==> src/sv/limit_order_matcher_assert.svh <==
// Assertion macros used by the order matcher datapath.
`ifndef LIMIT_ORDER_MATCHER_ASSERT_SVH
`define LIMIT_ORDER_MATCHER_ASSERT_SVH

// Implication checked on every clock edge outside reset.
`define LOM_ASSERT_IMP(name, ante, cons, msg) \
    name: assert property (@(posedge clk) disable iff (!rst_n) (ante) |-> (cons)) \
        else $error(msg);

// Condition that must hold on every clock edge outside reset.
`define LOM_ASSERT_ALWAYS(name, cond, msg) \
    name: assert property (@(posedge clk) disable iff (!rst_n) (cond)) else $error(msg);

`endif

==> src/sv/lom_pkg.sv <==
// Shared types, codes and constants of the limit order matcher.
package lom_pkg;

    localparam int BOOK_DEPTH_DEF      = 32;
    localparam int NUM_INSTRUMENTS_DEF = 5;
    localparam int MAX_MATCHES         = 31;
    localparam int QW                  = 11;
    localparam logic [QW-1:0] MIN_QTY_RESET = 11'd10;
    localparam logic [QW-1:0] MAX_QTY_RESET = 11'd1000;

    // Reciprocal of the lot size of ten, exact for all 16-bit quantities.
    localparam logic [15:0] LOT_RECIP = 16'd52429;
    localparam int          LOT_SHIFT = 19;

    localparam logic REG_MIN_QTY = 1'b0;
    localparam logic REG_MAX_QTY = 1'b1;

    localparam logic [1:0] SIDE_BUY  = 2'd1;
    localparam logic [1:0] SIDE_SELL = 2'd2;

    typedef enum logic [1:0] {AGG_NEW, AGG_REJECT, AGG_FILL, AGG_PARTIAL} agg_status_t;

    typedef enum logic [2:0] {
        RSN_NONE, RSN_FIELDS, RSN_INSTRUMENT, RSN_SIDE, RSN_PRICE, RSN_SIZE, RSN_BOOK_FULL
    } reason_t;

    typedef enum logic [1:0] {RST_NONE, RST_FILLED, RST_PARTIAL} rest_status_t;

    typedef enum logic [1:0] {ORD_NEW, ORD_REJ_VALID, ORD_REJ_FULL} order_rpt_t;

    typedef enum logic [3:0] {
        ST_IDLE, ST_CHECK, ST_SCAN_INIT, ST_SCAN, ST_DECIDE, ST_REMOVE,
        ST_SHIFT_RD, ST_SHIFT_WR, ST_FINISH, ST_END_REST, ST_END_REJECT
    } state_t;

    typedef struct packed {
        logic signed [31:0] price;
        logic [QW-1:0]      remaining;
        logic [31:0]        client_tag;
        logic [31:0]        order_number;
    } entry_t;

    typedef struct packed {
        logic signed [31:0] price;
        logic [QW-1:0]      qty;
        agg_status_t        agg;
        logic [31:0]        rtag;
        logic [31:0]        rnum;
        rest_status_t       rstat;
        logic               last;
    } pend_t;

    typedef struct packed {
        logic       accept;
        logic       clear_match;
        logic       scan_start;
        logic       scan_step;
        logic       do_match;
        logic       push_pend;
        logic       flush_last;
        logic       push_order;
        order_rpt_t order_kind;
        logic       shift_rd;
        logic       shift_wr;
        logic       dec_opp;
        logic       rest;
        logic       sel_own;
    } cmd_t;

    typedef struct packed {
        logic out_free;
        logic reason_nz;
        logic qty_zero;
        logic scan_done;
        logic found;
        logic crosses;
        logic capped;
        logic rq_zero;
        logic rem_after_zero;
        logic rem_zero;
        logic shift_done;
        logic own_full;
        logic pend_valid;
    } sts_t;

endpackage

==> src/sv/lom_ctrl.sv <==
// Controller state machine of the limit order matcher.
module lom_ctrl (
    input  logic            clk,
    input  logic            rst_n,
    input  logic            in_valid,
    input  lom_pkg::sts_t   sts,
    output lom_pkg::cmd_t   cmd,
    output logic            idle
);

    lom_pkg::state_t state_reg, state_next;

    always_ff @(posedge clk or negedge rst_n)
    begin
        if (!rst_n)
        begin
            state_reg <= lom_pkg::ST_IDLE;
        end
        else
        begin
            state_reg <= state_next;
        end
    end

    always_comb
    begin
        state_next = state_reg;
        unique case (state_reg)
            lom_pkg::ST_IDLE:
            begin
                if (in_valid)
                begin
                    state_next = lom_pkg::ST_CHECK;
                end
            end
            lom_pkg::ST_CHECK:
            begin
                if (sts.reason_nz || sts.qty_zero)
                begin
                    if (sts.out_free)
                    begin
                        state_next = lom_pkg::ST_IDLE;
                    end
                end
                else
                begin
                    state_next = lom_pkg::ST_SCAN_INIT;
                end
            end
            lom_pkg::ST_SCAN_INIT: state_next = lom_pkg::ST_SCAN;
            lom_pkg::ST_SCAN:
            begin
                if (sts.scan_done)
                begin
                    state_next = lom_pkg::ST_DECIDE;
                end
            end
            lom_pkg::ST_DECIDE:
            begin
                priority if (!sts.found || !sts.crosses)
                begin
                    state_next = lom_pkg::ST_END_REST;
                end
                else if (sts.capped)
                begin
                    state_next = lom_pkg::ST_END_REJECT;
                end
                else if (sts.pend_valid && !sts.out_free)
                begin
                    state_next = lom_pkg::ST_DECIDE;
                end
                else if (sts.rq_zero)
                begin
                    state_next = lom_pkg::ST_REMOVE;
                end
                else if (sts.rem_after_zero)
                begin
                    state_next = lom_pkg::ST_FINISH;
                end
                else
                begin
                    state_next = lom_pkg::ST_SCAN_INIT;
                end
            end
            lom_pkg::ST_REMOVE:
            begin
                if (sts.shift_done)
                begin
                    state_next = sts.rem_zero ? lom_pkg::ST_FINISH : lom_pkg::ST_SCAN_INIT;
                end
                else
                begin
                    state_next = lom_pkg::ST_SHIFT_RD;
                end
            end
            lom_pkg::ST_SHIFT_RD: state_next = lom_pkg::ST_SHIFT_WR;
            lom_pkg::ST_SHIFT_WR: state_next = lom_pkg::ST_REMOVE;
            lom_pkg::ST_FINISH:
            begin
                if (sts.out_free)
                begin
                    state_next = lom_pkg::ST_IDLE;
                end
            end
            lom_pkg::ST_END_REST:
            begin
                if (sts.own_full)
                begin
                    state_next = lom_pkg::ST_END_REJECT;
                end
                else if (sts.out_free)
                begin
                    state_next = lom_pkg::ST_IDLE;
                end
            end
            lom_pkg::ST_END_REJECT:
            begin
                if (sts.out_free && !sts.pend_valid)
                begin
                    state_next = lom_pkg::ST_IDLE;
                end
            end
            default: state_next = lom_pkg::ST_IDLE;
        endcase
    end

    always_comb
    begin
        cmd = '0;
        cmd.order_kind = lom_pkg::ORD_NEW;
        idle = 1'b0;
        unique case (state_reg)
            lom_pkg::ST_IDLE:
            begin
                idle = 1'b1;
                cmd.accept = in_valid;
            end
            lom_pkg::ST_CHECK:
            begin
                if (sts.reason_nz)
                begin
                    cmd.push_order = sts.out_free;
                    cmd.order_kind = lom_pkg::ORD_REJ_VALID;
                end
                else if (sts.qty_zero)
                begin
                    cmd.push_order = sts.out_free;
                end
                else
                begin
                    cmd.clear_match = 1'b1;
                end
            end
            lom_pkg::ST_SCAN_INIT: cmd.scan_start = 1'b1;
            lom_pkg::ST_SCAN:      cmd.scan_step = 1'b1;
            lom_pkg::ST_DECIDE:
            begin
                if (sts.found && sts.crosses && !sts.capped
                    && (!sts.pend_valid || sts.out_free))
                begin
                    cmd.do_match  = 1'b1;
                    cmd.push_pend = sts.pend_valid;
                end
            end
            lom_pkg::ST_REMOVE:   cmd.dec_opp  = sts.shift_done;
            lom_pkg::ST_SHIFT_RD: cmd.shift_rd = 1'b1;
            lom_pkg::ST_SHIFT_WR: cmd.shift_wr = 1'b1;
            lom_pkg::ST_FINISH:
            begin
                cmd.push_pend  = sts.out_free;
                cmd.flush_last = 1'b1;
            end
            lom_pkg::ST_END_REST:
            begin
                cmd.sel_own = 1'b1;
                if (!sts.own_full && sts.out_free)
                begin
                    cmd.rest       = 1'b1;
                    cmd.push_pend  = sts.pend_valid;
                    cmd.flush_last = 1'b1;
                    cmd.push_order = !sts.pend_valid;
                end
            end
            lom_pkg::ST_END_REJECT:
            begin
                if (sts.out_free)
                begin
                    cmd.push_pend  = sts.pend_valid;
                    cmd.push_order = !sts.pend_valid;
                    cmd.order_kind = lom_pkg::ORD_REJ_FULL;
                end
            end
            default: idle = 1'b0;
        endcase
    end

endmodule

==> config.mk <==
export PLATFORM = sky130hd
export DESIGN_NAME = lom_ctrl
export DESIGN_NICKNAME = d
export VERILOG_FILES = /design/src/sv/limit_order_matcher_assert.svh /design/src/sv/lom_pkg.sv /design/src/sv/lom_ctrl.sv
export SDC_FILE = /design/constraint.sdc
export NUM_CORES = 1
export LEC_CHECK = 0
export BUFFER_PORTS_ARGS = -buffer_cell sky130_fd_sc_hd__buf_4
export CORE_MARGIN = 1.5
export CORE_UTILIZATION = 35
export CTS_CLUSTER_DIAMETER = 60
export CTS_CLUSTER_SIZE = 16
export DETAILED_ROUTE_END_ITERATION = 7
export PLACE_DENSITY = 0.71
export SETUP_SLACK_MARGIN = 0.1
export SYNTH_ARGS = -nofsm -noshare
export SYNTH_HDL_FRONTEND = slang
export SYNTH_SLANG_ARGS = --single-unit
==> constraint.sdc <==
create_clock -name clk -period 3.1 [get_ports clk]
set_clock_uncertainty 0.2 [all_clocks]
set_input_delay 0.62 -clock clk [delete_from_list [all_inputs] [get_ports clk]]
set_output_delay 0.62 -clock clk [all_outputs]
set_load 0.02 [all_outputs]
==> metrics.txt <==
total track usage=18.6%; worst ir drop on vdd=0.392 mV; net count after synthesis=104; critical path type=register to primary output; DR iter-0 viols=28; starting density of the core=37.9%; Pre-Repair DR Iteration Count=4; status=complete, no violations; antenna cell count=0; RSZ-0062 raised after global routing=false; top cell type's share of synthesized area=17.3%; Sw Ratio=50.9%; P_leak=0.397 nW; row count=14; Cell Chain, Critical Path=nor4b_2, nor3b_1, a22oi_1, o22ai_1, buf_4; Max Clk Rate=0.358 GHz; Clock transition at path regs=roughly 0.03 ns; Core Box Area=1520 um^2; die height=43.6 um; clock network fraction of total power=9.4%; Synth Register Bits=4; die area=1900 um^2; P_int=approximately 0.33 mW; Least-Margin Pin Slew=around 0.45 ns; Syn Area/Cell=6.57 um^2; Die W=43.6 um; startpoint class of the critical path=register; Syn. warnings=0; # nets final=between 100 and 150; Cells after Synth=88; Crit Path Max Fanout=17; CTS Buf Count=3; largest net degree at the start of global routing=18; Crit path arrival time=slightly below 2 ns; ANT nets after route=0; CP Capture Type=primary output; grt met1 use=26.9%; first-pass GRT wire length=~2700 um; dpl cell area=811 um^2; Final Max Tran Viols=0; Area Overhead vs Synth=45.9%; required time of the critical path=2.28 ns; cells taking the most area after synthesis=dfrtp_1, nand2b_1, o21ai_0; worst skew pair latency=roughly 0.23 ns; wire per inst=12.3 um; Detailed Route WL=~1600 um; power per cell area=802 nW/um^2; Num Clock Sinks=4; IO Port Bufs=31; combinational share of power=66.0%; met3 GRT Util=roughly 2.5%; fin crit period=2.79 ns; initial antenna violation count=0; placer congestion estimate=0.786; Root Buffer Master=clkbuf_4; deepest clock path buffer count=2; P_sw=0.344 mW; worst-path cell with the longest stage delay=dfrtp_1; Setup-failing EPs final=0; sequential share of the synthesized area=17.3%; Async S/R FF share, synth=100%; routed vias/inst=5.46; Post-Syn Area=578 um^2; register area=100 um^2; Final Hold Fails=0; total number of vias=731; # IOs=32; Filler cells=150; Synth Flop Type=dfrtp_1; layout cells sized above 1=32.2%; Sequential Power Share=24.6%; Setup TNS Final=0 ns; TritonCTS clock tree=done; Yosys cell types=35; FF-to-FF setup slack=1.25 ns; post-route clock period utilization=roughly nine tenths; Slowest Stage Delay on Critical Path=0.53 ns; detailed-placement wirelength estimate=1290 um; Final Instance Area=843 um^2; min-delay worst type=primary input to register; H-tree depth=1; slew margin rel.=69.7%; DRC errors left=0; Post-synth EDFFs=0; max_cap viols=0; vias in the first global route=612; area occupied by multi-input gates=432 um^2; busiest grt layer=met2; GR Layer Usage met2=28.8%; cell taking the most area after synthesis=dfrtp_1; number of flip-flops in the largest register=4; grt total ovfl=0
## through the flow
stage	power [mW]	util, %	instances	setup WS, ns	hold WS (ns)
2_1_floorplan	0.424	-	88	0.740	0.124
5_1_grt	0.733	55.3	134	0.127	0.504
3_5_place_dp	0.611	53.2	130	0.551	0.218
3_3_place_gp	0.612	53.2	130	0.619	0.217
6_report	0.676	55.3	134	0.305	0.506
4_1_cts	0.681	55.3	134	0.291	0.502
## logic make-up (layout without fill, tap and decap cells)
kind of cell | Yosys count | after routing | share of synthesized area [%]
flops | 4 | 4 | 17.3
compound gates | 24 | 24 | 26.8
buf+inv | 12 | 42 | 8.01
simple gates | 48 | 48 | 47.8
## critical path: cells and delay by family, from the launching register on
kind	cells	cell delay [ns]
AOI/OAI and AO/OA	2	0.28
and+or+nand+nor	2	0.76
buffers and inverters	1	0.17
DFF	1	0.53
## power by group through the flow
stage / clock, mW / combinational [mW] / sequential [mW]
global placement: 0 / 0.450 / 0.162
detailed placement: 0 / 0.444 / 0.167
finish: 0.0633 / 0.446 / 0.167
floorplan: 0 / 0.323 / 0.101
CTS: 0.0653 / 0.450 / 0.166
global route: 0.0703 / 0.483 / 0.180
## routing by layer
metal  wire length, um  part of all wire (%)
met2               799                    49
met4                 6                  0.37
met3                87                   5.3
met5                 0                     0
met1               750                    46
## cells in the mapped netlist, types with 2 or more instances
master,count
nor3_1,5
nand2_1,8
o21ai_0,7
nor2_1,8
nand2b_1,7
clkbuf_1,4
nor3b_1,3
and2b_1,2
nor2b_1,3
a21oi_1,4
nand3_1,4
dfrtp_1,4
inv_1,7
## timing repair
item / CTS / global route
buffers inserted: 0 / 0
resized for setup: 0 / 0
endpoints found under the hold margin: 4 / 0
hold buffers: 1 / 0
## final timing paths
check / startpoint / end / cells after the start
min in group asynchronous: rst_n / state_reg[2]$_DFFE_PN0P_ / 2
max in group asynchronous: rst_n / state_reg[0]$_DFFE_PN0P_ / 2
max: state_reg[0]$_DFFE_PN0P_ / cmd[9] / 5
min: sts[7] / state_reg[1]$_DFFE_PN0P_ / 3
max reg2reg: state_reg[0]$_DFFE_PN0P_ / state_reg[2]$_DFFE_PN0P_ / 4
min reg2reg: state_reg[0]$_DFFE_PN0P_ / state_reg[0]$_DFFE_PN0P_ / 2
## cell usage in the layout, fill, tap and decap left out
| cell type | n |
|---|---|
| nor2b_1 | 3 |
| a31oi_1 | 1 |
| o2111ai_1 | 1 |
| nor3_2 | 1 |
| o2bb2ai_1 | 1 |
| o22ai_1 | 1 |
| inv_1 | 7 |
| nand4_1 | 1 |
| nor3b_1 | 3 |
| a21boi_1 | 1 |
| and3_1 | 1 |
| dlygate4sd3_1 | 1 |
| a22oi_1 | 1 |
| nor2_2 | 1 |
| o21ai_0 | 7 |
| o32a_1 | 1 |
| buf_4 | 31 |
| a21oi_1 | 4 |
| nor2_1 | 8 |
| o21ai_1 | 1 |
| o31ai_1 | 1 |
| nand3b_1 | 1 |
| nor3_1 | 5 |
| a22o_1 | 1 |
| clkbuf_4 | 3 |
| nand2_1 | 8 |
| dfrtp_1 | 4 |
| a21o_1 | 1 |
| and2b_1 | 2 |
| nand2b_1 | 7 |
| o311ai_0 | 1 |
| nor4b_2 | 1 |
| and2_1 | 1 |
| nand3_1 | 4 |
| or4b_4 | 1 |
| a211oi_1 | 1 |
## area by class of cell
class	count	share of cell area, %
multi-input combinational	72	51.2
clock buffer	3	2.67
inverter	7	3.12
tap	16	2.37
sequential	4	11.9
timing repair buffer	32	28.8
No activity file was read; power rests on OpenSTA's default activity.
